--- config.mk ---
export PLATFORM = sky130hd
export DESIGN_NAME = key_click_classifier_unit
export DESIGN_NICKNAME = d
export VERILOG_FILES = /design/src/rtl/kcc_pkg.sv /design/src/rtl/kcc_cfg_regs.sv /design/src/rtl/kcc_core.sv /design/src/rtl/key_click_classifier_unit.sv
export SDC_FILE = /design/constraint.sdc
export NUM_CORES = 1
export LEC_CHECK = 0
export BUFFER_PORTS_ARGS = -buffer_cell sky130_fd_sc_hd__buf_4
export CORE_ASPECT_RATIO = 1.1
export CORE_UTILIZATION = 55
export CTS_CLUSTER_SIZE = 10
export DETAILED_ROUTE_END_ITERATION = 8
export PLACE_DENSITY = 0.85
export SETUP_SLACK_MARGIN = 0.1
export SLEW_MARGIN = 0
export SYNTH_ARGS = -nofsm -noshare
export SYNTH_HDL_FRONTEND = slang
export SYNTH_SLANG_ARGS = --single-unit
--- constraint.sdc ---
create_clock -name clk -period 7.24 [get_ports clk]
set_input_delay 1.086 -clock clk [delete_from_list [all_inputs] [get_ports clk]]
set_output_delay 1.086 -clock clk [all_outputs]
set_load 0.005 [all_outputs]
--- src/rtl/kcc_pkg.sv ---
// Shared types and constants for the key click classifier.
`default_nettype none
package kcc_pkg;

    localparam int unsigned CfgAddrWidth = 4;
    localparam int unsigned CfgDataWidth = 32;

    typedef enum logic [1:0] {
        REG_PIN_SELECT   = 2'd0,
        REG_LONG_TICKS   = 2'd1,
        REG_DOUBLE_TICKS = 2'd2,
        REG_UNUSED       = 2'd3
    } reg_index_t;

    typedef enum logic [1:0] {
        EV_NONE   = 2'd0,
        EV_SINGLE = 2'd1,
        EV_DOUBLE = 2'd2,
        EV_LONG   = 2'd3
    } key_event_t;

    typedef enum logic [1:0] {
        PIN_KEY1    = 2'd0,
        PIN_KEY2    = 2'd1,
        PIN_NEEDLE  = 2'd2,
        PIN_OPENING = 2'd3
    } pin_sel_t;

    localparam logic [7:0] LongTicksReset   = 8'd100;
    localparam logic [7:0] DoubleTicksReset = 8'd10;

    typedef struct packed {
        logic [1:0] pin_select;
        logic [7:0] long_press_ticks;
        logic [7:0] double_click_ticks;
    } cfg_t;

endpackage
`default_nettype wire

--- src/rtl/kcc_cfg_regs.sv ---
// APB configuration registers of the key click classifier.
`default_nettype none
module kcc_cfg_regs
(
    input  wire logic                              clk,
    input  wire logic                              rst_n,
    input  wire logic                              psel,
    input  wire logic                              penable,
    input  wire logic                              pwrite,
    input  wire logic [kcc_pkg::CfgAddrWidth-1:0]  paddr,
    input  wire logic [kcc_pkg::CfgDataWidth-1:0]  pwdata,
    output logic      [kcc_pkg::CfgDataWidth-1:0]  prdata,
    output logic                                   pready,
    output kcc_pkg::cfg_t                          cfg
);

    kcc_pkg::cfg_t      cfg_reg;
    kcc_pkg::cfg_t      cfg_next;
    kcc_pkg::reg_index_t idx;
    logic               wr_en;

    assign pready = 1'b1;
    assign idx    = kcc_pkg::reg_index_t'(paddr[3:2]);
    assign wr_en  = psel & penable & pwrite & pready;
    assign cfg    = cfg_reg;

    always_comb
    begin
        cfg_next = cfg_reg;
        if (wr_en)
        begin
            unique case (idx)
                kcc_pkg::REG_PIN_SELECT:   cfg_next.pin_select         = pwdata[1:0];
                kcc_pkg::REG_LONG_TICKS:   cfg_next.long_press_ticks   = pwdata[7:0];
                kcc_pkg::REG_DOUBLE_TICKS: cfg_next.double_click_ticks = pwdata[7:0];
                default:                   cfg_next = cfg_reg;
            endcase
        end
    end

    always_ff @(posedge clk or negedge rst_n)
    begin
        if (!rst_n)
        begin
            cfg_reg.pin_select         <= 2'd0;
            cfg_reg.long_press_ticks   <= kcc_pkg::LongTicksReset;
            cfg_reg.double_click_ticks <= kcc_pkg::DoubleTicksReset;
        end
        else
        begin
            cfg_reg <= cfg_next;
        end
    end

    always_comb
    begin
        prdata = '0;
        unique case (idx)
            kcc_pkg::REG_PIN_SELECT:   prdata[1:0] = cfg_reg.pin_select;
            kcc_pkg::REG_LONG_TICKS:   prdata[7:0] = cfg_reg.long_press_ticks;
            kcc_pkg::REG_DOUBLE_TICKS: prdata[7:0] = cfg_reg.double_click_ticks;
            default:                   prdata = '0;
        endcase
    end

endmodule
`default_nettype wire

--- src/rtl/kcc_core.sv ---
// Debounce/press timing machine and click window machine, one tick per enable.
`default_nettype none
module kcc_core
(
    input  wire logic          clk,
    input  wire logic          rst_n,
    input  kcc_pkg::cfg_t      cfg,
    input  wire logic          tick,
    input  wire logic [3:0]    levels,
    output kcc_pkg::key_event_t key_event
);

    typedef enum logic [3:0] {
        DB_IDLE    = 4'b0001,
        DB_CONFIRM = 4'b0010,
        DB_HOLD    = 4'b0100,
        DB_WAIT    = 4'b1000
    } db_state_t;

    typedef enum logic [1:0] {
        CL_IDLE    = 2'b01,
        CL_PENDING = 2'b10
    } cl_state_t;

    db_state_t           db_reg, db_next;
    cl_state_t           cl_reg, cl_next;
    logic [7:0]          hold_reg, hold_next, hold_inc;
    logic [7:0]          win_reg, win_next, win_inc;
    logic                level;
    logic                pressed;
    kcc_pkg::key_event_t low_ev;

    always_comb
    begin
        case (kcc_pkg::pin_sel_t'(cfg.pin_select))
            kcc_pkg::PIN_KEY1:    level = levels[0];
            kcc_pkg::PIN_KEY2:    level = levels[1];
            kcc_pkg::PIN_NEEDLE:  level = levels[2];
            default:              level = levels[3];
        endcase
    end

    assign pressed  = ~level;
    assign hold_inc = hold_reg + 8'd1;
    assign win_inc  = win_reg + 8'd1;

    always_comb
    begin
        db_next   = db_reg;
        hold_next = hold_reg;
        low_ev    = kcc_pkg::EV_NONE;
        unique case (db_reg)
            DB_IDLE:
            begin
                if (pressed)
                    db_next = DB_CONFIRM;
            end
            DB_CONFIRM:
            begin
                if (pressed)
                begin
                    hold_next = 8'd0;
                    db_next   = DB_HOLD;
                end
                else
                    db_next = DB_IDLE;
            end
            DB_HOLD:
            begin
                if (!pressed)
                begin
                    low_ev  = kcc_pkg::EV_SINGLE;
                    db_next = DB_IDLE;
                end
                else
                begin
                    hold_next = hold_inc;
                    if (hold_inc >= cfg.long_press_ticks)
                    begin
                        low_ev  = kcc_pkg::EV_LONG;
                        db_next = DB_WAIT;
                    end
                end
            end
            DB_WAIT:
            begin
                if (!pressed)
                    db_next = DB_IDLE;
            end
            default:
            begin
                db_next = DB_IDLE;
            end
        endcase
    end

    // long press while a click is pending is dropped
    always_comb
    begin
        cl_next   = cl_reg;
        win_next  = win_reg;
        key_event = kcc_pkg::EV_NONE;
        unique case (cl_reg)
            CL_IDLE:
            begin
                if (low_ev == kcc_pkg::EV_SINGLE)
                begin
                    win_next = 8'd0;
                    cl_next  = CL_PENDING;
                end
                else
                    key_event = low_ev;
            end
            CL_PENDING:
            begin
                if (low_ev == kcc_pkg::EV_SINGLE)
                begin
                    key_event = kcc_pkg::EV_DOUBLE;
                    cl_next   = CL_IDLE;
                end
                else
                begin
                    win_next = win_inc;
                    if (win_inc >= cfg.double_click_ticks)
                    begin
                        key_event = kcc_pkg::EV_SINGLE;
                        cl_next   = CL_IDLE;
                    end
                end
            end
            default:
            begin
                cl_next = CL_IDLE;
            end
        endcase
    end

    always_ff @(posedge clk or negedge rst_n)
    begin
        if (!rst_n)
        begin
            db_reg   <= DB_IDLE;
            cl_reg   <= CL_IDLE;
            hold_reg <= 8'd0;
            win_reg  <= 8'd0;
        end
        else if (tick)
        begin
            db_reg   <= db_next;
            cl_reg   <= cl_next;
            hold_reg <= hold_next;
            win_reg  <= win_next;
        end
    end

endmodule
`default_nettype wire

--- src/rtl/key_click_classifier_unit.sv ---
// Top level of the key click classifier: stream channels, APB port and result register.
//
// Usage:
//   Each scan tick enters as one transfer on the s_ group; s_tdata[3:0]
//   carries the four active-low pin levels. For every input transfer one
//   result transfer leaves on the m_ group with the key event in
//   m_tdata[1:0] (0 none, 1 single, 2 double, 3 long).
//   The event is held in the result register in the cycle after the input
//   transfer. Throughput is one tick per cycle; the
//   input is taken whenever the result register is empty or is being
//   emptied in the same cycle, so a stalled receiver holds the result and
//   stops the input after one item, with no loss.
//   Registers (APB, byte addresses): 0x0 pin_select, 0x4 long_press_ticks,
//   0x8 double_click_ticks. Write them only while the block is idle.
//   Reset clears both machines, the counters and the result valid, and
//   loads pin_select 0, long_press_ticks 100, double_click_ticks 10.
`default_nettype none
module key_click_classifier_unit
(
    input  wire logic                              clk,
    input  wire logic                              rst_n,
    input  wire logic                              s_tvalid,
    output logic                                   s_tready,
    // [0] level_key1, [1] level_key2, [2] level_needle, [3] level_opening
    input  wire logic [7:0]                        s_tdata,
    output logic                                   m_tvalid,
    input  wire logic                              m_tready,
    // [1:0] key_event
    output logic      [7:0]                        m_tdata,
    input  wire logic                              psel,
    input  wire logic                              penable,
    input  wire logic                              pwrite,
    input  wire logic [kcc_pkg::CfgAddrWidth-1:0]  paddr,
    input  wire logic [kcc_pkg::CfgDataWidth-1:0]  pwdata,
    output logic      [kcc_pkg::CfgDataWidth-1:0]  prdata,
    output logic                                   pready
);

    kcc_pkg::cfg_t       cfg;
    kcc_pkg::key_event_t ev;
    logic                tick;
    logic                out_valid_reg, out_valid_next;
    logic [1:0]          out_event_reg;

    kcc_cfg_regs u_cfg
    (
        .clk     (clk),
        .rst_n   (rst_n),
        .psel    (psel),
        .penable (penable),
        .pwrite  (pwrite),
        .paddr   (paddr),
        .pwdata  (pwdata),
        .prdata  (prdata),
        .pready  (pready),
        .cfg     (cfg)
    );

    assign s_tready = ~out_valid_reg | m_tready;
    assign tick     = s_tvalid & s_tready;

    kcc_core u_core
    (
        .clk       (clk),
        .rst_n     (rst_n),
        .cfg       (cfg),
        .tick      (tick),
        .levels    (s_tdata[3:0]),
        .key_event (ev)
    );

    always_comb
    begin
        out_valid_next = out_valid_reg;
        if (tick)
            out_valid_next = 1'b1;
        else if (m_tready)
            out_valid_next = 1'b0;
    end

    always_ff @(posedge clk or negedge rst_n)
    begin
        if (!rst_n)
            out_valid_reg <= 1'b0;
        else
            out_valid_reg <= out_valid_next;
    end

    always_ff @(posedge clk)
    begin
        if (tick)
            out_event_reg <= ev;
    end

    assign m_tvalid = out_valid_reg;
    assign m_tdata  = {6'd0, out_event_reg};

endmodule
`default_nettype wire
After elaboration in Yosys (flattened, before gate mapping). Index checks and enable logic that the tools add are counted.

Add/subtract/negate cells: 2. $lt $le $gt $ge: 2. Equal/unequal tests: 19. Muxes and demuxes: 28. Bitwise gates (word level): 5. Reduce and logical (&&, ||, !) cells: 12.

Operator list (number): 8-bit 2-to-1 mux (4); 8-bit one-hot mux with 2 select lines (2); 8-bit by 1-bit adder with 8-bit output, second input constant (2); 8-bit greater-or-equal comparator (2); 2-bit 2-to-1 mux (8); 4-bit 2-to-1 mux (4); 4-bit one-hot mux with 4 select lines (1); 6-bit one-hot mux with 2 select lines (1); 4-bit AND reduction (3); 2-bit by 1-bit equality test with 1-bit output, second input constant (4); 2-bit inequality test, second input constant (4); 2-bit one-hot mux with 2 select lines (2); 2-bit equality test, second input constant (3); 3-bit by 1-bit inequality test with 1-bit output, second input constant (2); 2-bit one-hot mux with 3 select lines (1); 2-bit AND reduction (3); 2-bit nonzero test (3); 4-bit by 1-bit equality test with 1-bit output, second input constant (1); 4-bit by 2-bit equality test with 1-bit output, second input constant (1); 4-bit by 3-bit equality test with 1-bit output, second input constant (1); 4-bit equality test, second input constant (1); 2-bit zero test (2); 2-bit by 1-bit inequality test with 1-bit output, second input constant (2); 1-bit bitwise AND (3); 6 further kinds (8).

Flip-flop bits (word level): 43. Input port bits: 51. Output and inout bits: 43. Word-level logic and storage cells: 77.

Logic depth before layout (Yosys ltp). Gate-level depths: netlist of the first run.

Word-level depth: 8. Gate-level depth with buffers: 11. Mapped depth without buffers: 11.

Hierarchy. From an unflattened synthesis of the first run, not the netlist that was laid out.

Cells, all modules: 301. Area total of the unflattened synthesis: 2997.9 um^2.

By module, submodules not included: kcc_core (times used 1, cells an instance 197, area each 1741.7 um^2, sequential area each 553.0 um^2); kcc_cfg_regs (times used 1, cells an instance 91, area each 1093.5 um^2, sequential area each 456.7 um^2); key_click_classifier_unit (times used 1, cells an instance 13, area each 162.7 um^2, sequential area each 85.1 um^2).

Worst setup path after synthesis of the first run. Ideal clock, no wire load.

Kind: input to output. Start point: in paddr[2] (netlist name). End point: out prdata[1] (netlist name). Arrival: 1.878 ns. Data required time: 6.154 ns. Slack: 4.276 ns. Stages on the path: 5. Buffers on the path: 1. Cells stage by stage: inv_1 > ha_1 > clkbuf_1 > a222oi_1 > nor2_1.

Longest elaborated chain between the ends: 2. Elaborated cells between the ends (all ways): 4. Classes of those cells: 2 x eq/ne; 1 x mux; 1 x reduce/logical.

Ends and longest elaborated chain: start, declared (RTL line key_click_classifier_unit.sv:33) `input wire logic [kcc_pkg::CfgAddrWidth-1:0] paddr,`; 2-bit equality test (tied with other cells) (RTL line kcc_cfg_regs.sv:58) `unique case (idx)`; 2-bit one-hot mux with 3 select lines * (RTL line kcc_cfg_regs.sv:58); end, declared (RTL line key_click_classifier_unit.sv:35) `output logic [kcc_pkg::CfgDataWidth-1:0] prdata,`.

Mark *: on every way between the ends. The rest lies on a longest branch, timed or not.

Worst setup path after layout of the first run. Ends and elaborated chain as after synthesis.

==> reports/qor.yml, run 1 <==
outcome: "finished, final reports clean"
maxCapViolCount: 0
dr.pass1.iters: 4
ctsHoldBuffers: 0
synth_top_family_by_area: "simple AND/OR/NAND/NOR gates"
r2r-start: "u_core.hold_reg[0]"
post_cts_resize_count: 0
syn_avg_cell_area_um2: 10.2
synthArstFlopShare_pct: 95.3
worst_r2r_endpoint: "u_core.db_reg[1]"
numCtsBuffers: 5
diodes: 0
die_width_um: 71.7
grt_antenna_before_repair: 0
tightest_slew_ps: 717
dp_slack_ps: 4030
hold_viol: 0
wl_per_cell_um: 14.4
drc_errors: 0
fin_skew_ps: 10.1
syn_to_final_growth_pct: 8.04
critPathSlowestCell: "a222oi_1"
dpl.hpwl_um: 3990
rrSetupSlack_ps: 4370
ys.flop_type: "dfrtp_1"
h-tree-depth: 2
setup_viol: 0
final_max_slew_viol_count: 0
ant_nets: 0
grt_first_pass_wirelength_um: 9170
final_area_um2: 3180
power_density_nw_per_um2: 254
cp_common_cell: "buf_4"
cp_top_family: "compound AO/OA/AOI/OAI gates"
largest_reg_flops: 18
cts_sinks: 43
rsz0062_at_grt: "no"
max_slew_margin_pct: 52.2
cp.required_ps: 6150
vdd_drop_max_mv: 0.130
final_common_cell: "dfrtp_1"
min_path_cells: 1
dieArea_um2: 5640
stdcell_count: 379
rows: 27
hold_path.startpoint: "u_core.hold_reg[7]"
fillers: 420
utilization_pct: 62.7
synth-adder-area-share_pct: 10.2
finalCritPeriodShare_pct: 44.6
ys_seq_elements: 43
arrival_ps: 2140
final_layout_size_suffix_gt1_share_pct: 24.6
dr_total_vias: 2117
synth_warnings: 0
leakage_nw: 1.58
fin_ws_ps: 4010
die_h_um: 78.7
ys_seq_area_share_pct: 37.2
holdPathEnd: "u_core.hold_reg[7]"
fin_crit_ps: 3230
worst_r2r_path_depth: 11
routed_wl_um: 5450
synth_compound_area_share_pct: 12.7
clk_pin_slew_ps: 80
initial_core_util_pct: 58.0
synth-edff-count: 2
gp_congestion: 0.827
nets: 395
vias_per_cell: 5.59
worstSetupStartpointType: "input pin"
critPathKind: "in2out"
port_buffers: 32
fmax_mhz: 310
grt_usage_pct: 20.8
synthSimpleGateAreaFrac_pct: 14.2
tns_ps: 0
critPathBufInv: 3
clk_latency_ps: 300
drt_iter0_markers: 71
path_cells: "buf_4, inv_1, ha_1, a222oi_1, nor2_1, buf_4"
post_cts_buffers: 0
grt_max_degree: 42
synth_mux_area_share_pct: 8.72
synthDistinctLibCells: 53
hold_class: "reg2reg"
coreArea_um2: 5070
critPathCaptureType: "primary output"
layout_common_cells: "dfrtp_1, buf_4, conb_1, inv_1, ha_1"
dp_cells: 371
clock_path_buffers: 2
cts_tree: "built"
dpl_cell_area_um2: 3090
cts-root-buf: "clkbuf_8"
grt_pass1_vias: 2007
synthCells: 288
critical_path.max_fanout: 9
grt_overflow_total: 0
ios: 94
slowest_delay_ps: 380
synthXorXnorAreaFrac_pct: 3.87
syn_area_um2: 2940
[stage by stage]
step | total power, mW | hold WS, ps
after floorplan | 0.592 | 494
after global placement | 0.642 | 511
after detailed placement | 0.658 | 518
after CTS | 0.811 | 542
after global routing | 0.864 | 554
final | 0.807 | 541
[how the worst max path moves through the flow]
stage / startpoint / endpoint / slack (ps) / cells after the start
floorplan: paddr[2] / prdata[1] / 4280 / 5
global placement: paddr[2] / prdata[1] / 4020 / 6
detailed placement: paddr[2] / prdata[1] / 4030 / 6
CTS: paddr[2] / prdata[1] / 4020 / 6
global route: paddr[2] / prdata[0] / 3950 / 6
finish: paddr[2] / prdata[1] / 4010 / 6
[kinds of logic after synthesis]
family	Yosys count
simple gates	71
buf+inv	64
xor+xnor	13
other cells	2
flops	43
compound gates	49
mux	22
fa+ha+maj	24
[area by class of cell]
type | count | area, um^2 | area share [%]
multi-input cells | 210 | 1580 | 49.7
flip-flops and latches | 43 | 1090 | 34.5
repair buffers | 32 | 240 | 7.56
inverters | 28 | 105 | 3.31
clock buffers | 6 | 72.6 | 2.28
well taps | 58 | 72.6 | 2.28
clock inverters | 2 | 12.5 | 0.394
[synth_stat cells (5+ instances only)]
| cell type | instances | area [um^2] |
|---|---|---|
| ha_1 | 24 | 300 |
| nand3_1 | 17 | 85.1 |
| buf_4 | 31 | 233 |
| inv_1 | 27 | 101 |
| nand2_1 | 15 | 56.3 |
| a21oi_1 | 7 | 35.0 |
| nor2b_1 | 8 | 50.1 |
| dfrtp_1 | 34 | 851 |
| xnor2_1 | 8 | 70.1 |
| xor2_1 | 5 | 43.8 |
| nor2_1 | 9 | 33.8 |
| o21ai_0 | 10 | 50.1 |
| a22oi_1 | 6 | 45.0 |
| dfstp_2 | 7 | 184 |
| and3_1 | 6 | 37.5 |
| a22o_1 | 6 | 52.6 |
| mux2_2 | 19 | 214 |
[power by group]
group / leakage (nW) / switching, mW / internal, mW
registers: 0.538 / 0.0664 / 0.305
clock network: 0.0412 / 0.0838 / 0.0675
logic: 1.00 / 0.140 / 0.144
[per-layer routing]
layer  track usage (%)  up-vias  wire, um  part of all wire, %
met3              3.08        9       149                  2.7
met5                 0        -         0                    0
met4              9.22        0       101                  1.9
li1                  -     1014         -                    -
met1              26.2     1045      2520                   46
met2              35.2       49      2680                   49
Power figures use the tool's default switching activity.
==> inputs of run 2 (changes only) <==
Settings changed: CORE_UTILIZATION 55 to 52, PLACE_DENSITY 0.85 to 0.81.
Clock period 7.24 ns to 3.2 ns, I/O delays scaled along.
==> run 2 against run 1 <==
  * First-iteration DRC count grew 44%
  * Sequential power is 130% higher
  * Routed wire length up 1.3%
  * Power up 140%
  * Final area increased by 1.7%
  * Largest power group unchanged
  * Combinational power increased by 130%
  * Largest cell class unchanged
  * Die area up 5.6%
  * Highest routed layer unchanged
  * Hold slack worse by 400 ps
==> reports/qor.yml, run 2 (synthesized netlist as in run 1, its figures left out) <==
outcome: "finished, final reports clean"  # unchanged
grt_overflow_total: 0  # unchanged
diodes: 0  # unchanged
port_buffers: 32  # unchanged
rsz0062_at_grt: "no"  # unchanged
final_max_slew_viol_count: 0  # unchanged
post_cts_buffers: 0  # unchanged
net-switching-power_mw: 0.678  # was 0.290 mW
critPathKind: "reg2reg"  # was in2out
gp_congestion: 0.774  # was 0.827
fin_skew_ps: 7.93  # was 10.1 ps
dpl.hpwl_um: 4050  # was 3990 um
stdcell_count: 396  # was 379
die_h_um: 80.9  # was 78.7 um
clockPowerShare_pct: 23.1  # was 18.7%
maxCapViolCount: 0  # unchanged
cp.required_ps: 3400  # was 6150 ps
max_slew_margin_pct: 51.3  # was 52.2%
tns_ps: 0  # unchanged
hold_class: "in2async"  # was reg2reg
cts-root-buf: "clkbuf_8"  # unchanged
drc_errors: 0  # unchanged
h-tree-depth: 2  # unchanged
fmax_mhz: 357
fillers: 478  # was 420
die_width_um: 73.7  # was 71.7 um
ant_nets: 0  # unchanged
cts_sinks: 43  # unchanged
r2r-start: "u_core.hold_reg[0]"  # unchanged
ios: 94  # unchanged
grt_usage_pct: 20.5  # was 20.8%
clock_path_buffers: 2  # unchanged
post_cts_resize_count: 0  # unchanged
critPathCaptureType: "flop"  # was primary output
grt_max_degree: 42  # unchanged
rows: 28  # was 27
arrival_ps: 3000  # was 2140 ps
critical_path.max_fanout: 6  # was 9
coreArea_um2: 5430  # was 5070 um^2
leakage_nw: 1.60  # was 1.58 nW
dp_cells: 388  # was 371
vias_per_cell: 5.35  # was 5.59
syn_to_final_growth_pct: 9.87  # was 8.04%
dr_total_vias: 2118  # was 2117
nets: 395  # unchanged
worst_r2r_path_depth: 11  # unchanged
wl_per_cell_um: 13.9  # was 14.4 um
final_common_cell: "dfrtp_1"  # unchanged
grt_pass1_vias: 2013  # was 2007
initial_core_util_pct: 54.1  # was 58.0%
routed_wl_um: 5520  # was 5450 um
hold_ws_ps: 139  # was 541 ps
dieArea_um2: 5960  # was 5640 um^2
final_area_um2: 3230  # was 3180 um^2
drt_iter0_markers: 102  # was 71
cts_tree: "built"  # unchanged
power_density_nw_per_um2: 603  # was 254 nW/um^2
worstSetupStartpointType: "flop"  # was input pin
sequentialPowerShare_pct: 43.0  # was 46.1%
final_layout_size_suffix_gt1_share_pct: 24.9  # was 24.6%
dr.pass1.iters: 4  # unchanged
crit_start: "u_core.hold_reg[0]"  # was paddr[2]
rrSetupSlack_ps: 400  # was 4370 ps
grt_antenna_before_repair: 0  # unchanged
vdd_drop_max_mv: 0.374  # was 0.130 mV
numCtsBuffers: 5  # unchanged
ctsHoldBuffers: 0  # unchanged
setup_viol: 0  # unchanged
hold_viol: 0  # unchanged
largest_reg_flops: 18  # unchanged
worst_r2r_endpoint: "u_core.db_reg[1]"  # unchanged
clk_latency_ps: 300  # about the same
swShare_pct: 34.8  # was 36.0%
dpl_cell_area_um2: 3110  # was 3090 um^2
tightest_slew_ps: 731  # was 717 ps
comb_power_share_pct: 33.8  # was 35.2%
layout_common_cells: "dfrtp_1, buf_4, conb_1, inv_1, ha_1"  # unchanged
finalCritPeriodShare_pct: 87.5
setup.worst_path.end: "u_core.db_reg[1]"  # was prdata[1]
grt_first_pass_wirelength_um: 9400  # was 9170 um
p_int_mw: 1.27  # was 0.517 mW
fin_crit_ps: 2800
clk_pin_slew_ps: 90  # was 80 ps
[run 2: how the worst min path moves through the flow]
stage	startpoint	to	slack, ps	cells past startpoint
after CTS	rst_n	u_core.db_reg[1]	170	1
after global placement	rst_n	u_core.hold_reg[1]	500	1
after floorplan	rst_n	m_tvalid	180	0
after detailed placement	rst_n	u_core.hold_reg[0]	500	1
final	rst_n	u_core.hold_reg[1]	140	1
after global routing	rst_n	u_core.hold_reg[1]	190	1
[run 2: cell type report]
class	instances	area, um^2	area share (%)
multi-input combinational	210	1580	48.9
clock inverter	2	35.0	1.08
inverter	28	105	3.25
clock buffer	6	82.6	2.56
sequential	43	1090	33.9
tap	75	93.8	2.90
timing repair buffer	32	240	7.44
[run 2: stage by stage]
step                worst slack, ps  util [%]  power (mW)
floorplan                       715         -        1.34
detailed placement              414      57.3        1.50
finish                          399      59.5        1.95
CTS                             390      59.5        1.96
global placement                469      57.3        1.45
global route                    161      59.5        2.09
[run 2: routing by layer]
metal	share of wire (%)	GRT usage [%]	wire [um]
met2	51	33.8	2800
met3	4.0	3.60	222
met5	0	0	0
met4	1.0	5.19	55
met1	44	27.8	2450
[run 2: power by group through the flow]
stage	Combinational (mW)	Sequential (mW)	Clock, mW
after floorplan	0.534	0.806	0
after detailed placement	0.651	0.848	0
final	0.660	0.838	0.451
after global routing	0.752	0.860	0.481
after CTS	0.664	0.837	0.458
after global placement	0.615	0.838	0
[run 2: worst max-delay path: stages (launching register included)]
cell,delay [ps]
dfrtp_1,450
ha_1,270
nand3_1,140
nor2_1,150
xor2_1,200
ha_1,290
a21oi_1,180
nand2_1,80
a21oi_1,130
o21ai_0,200
o21ai_2,270
mux2_2,350
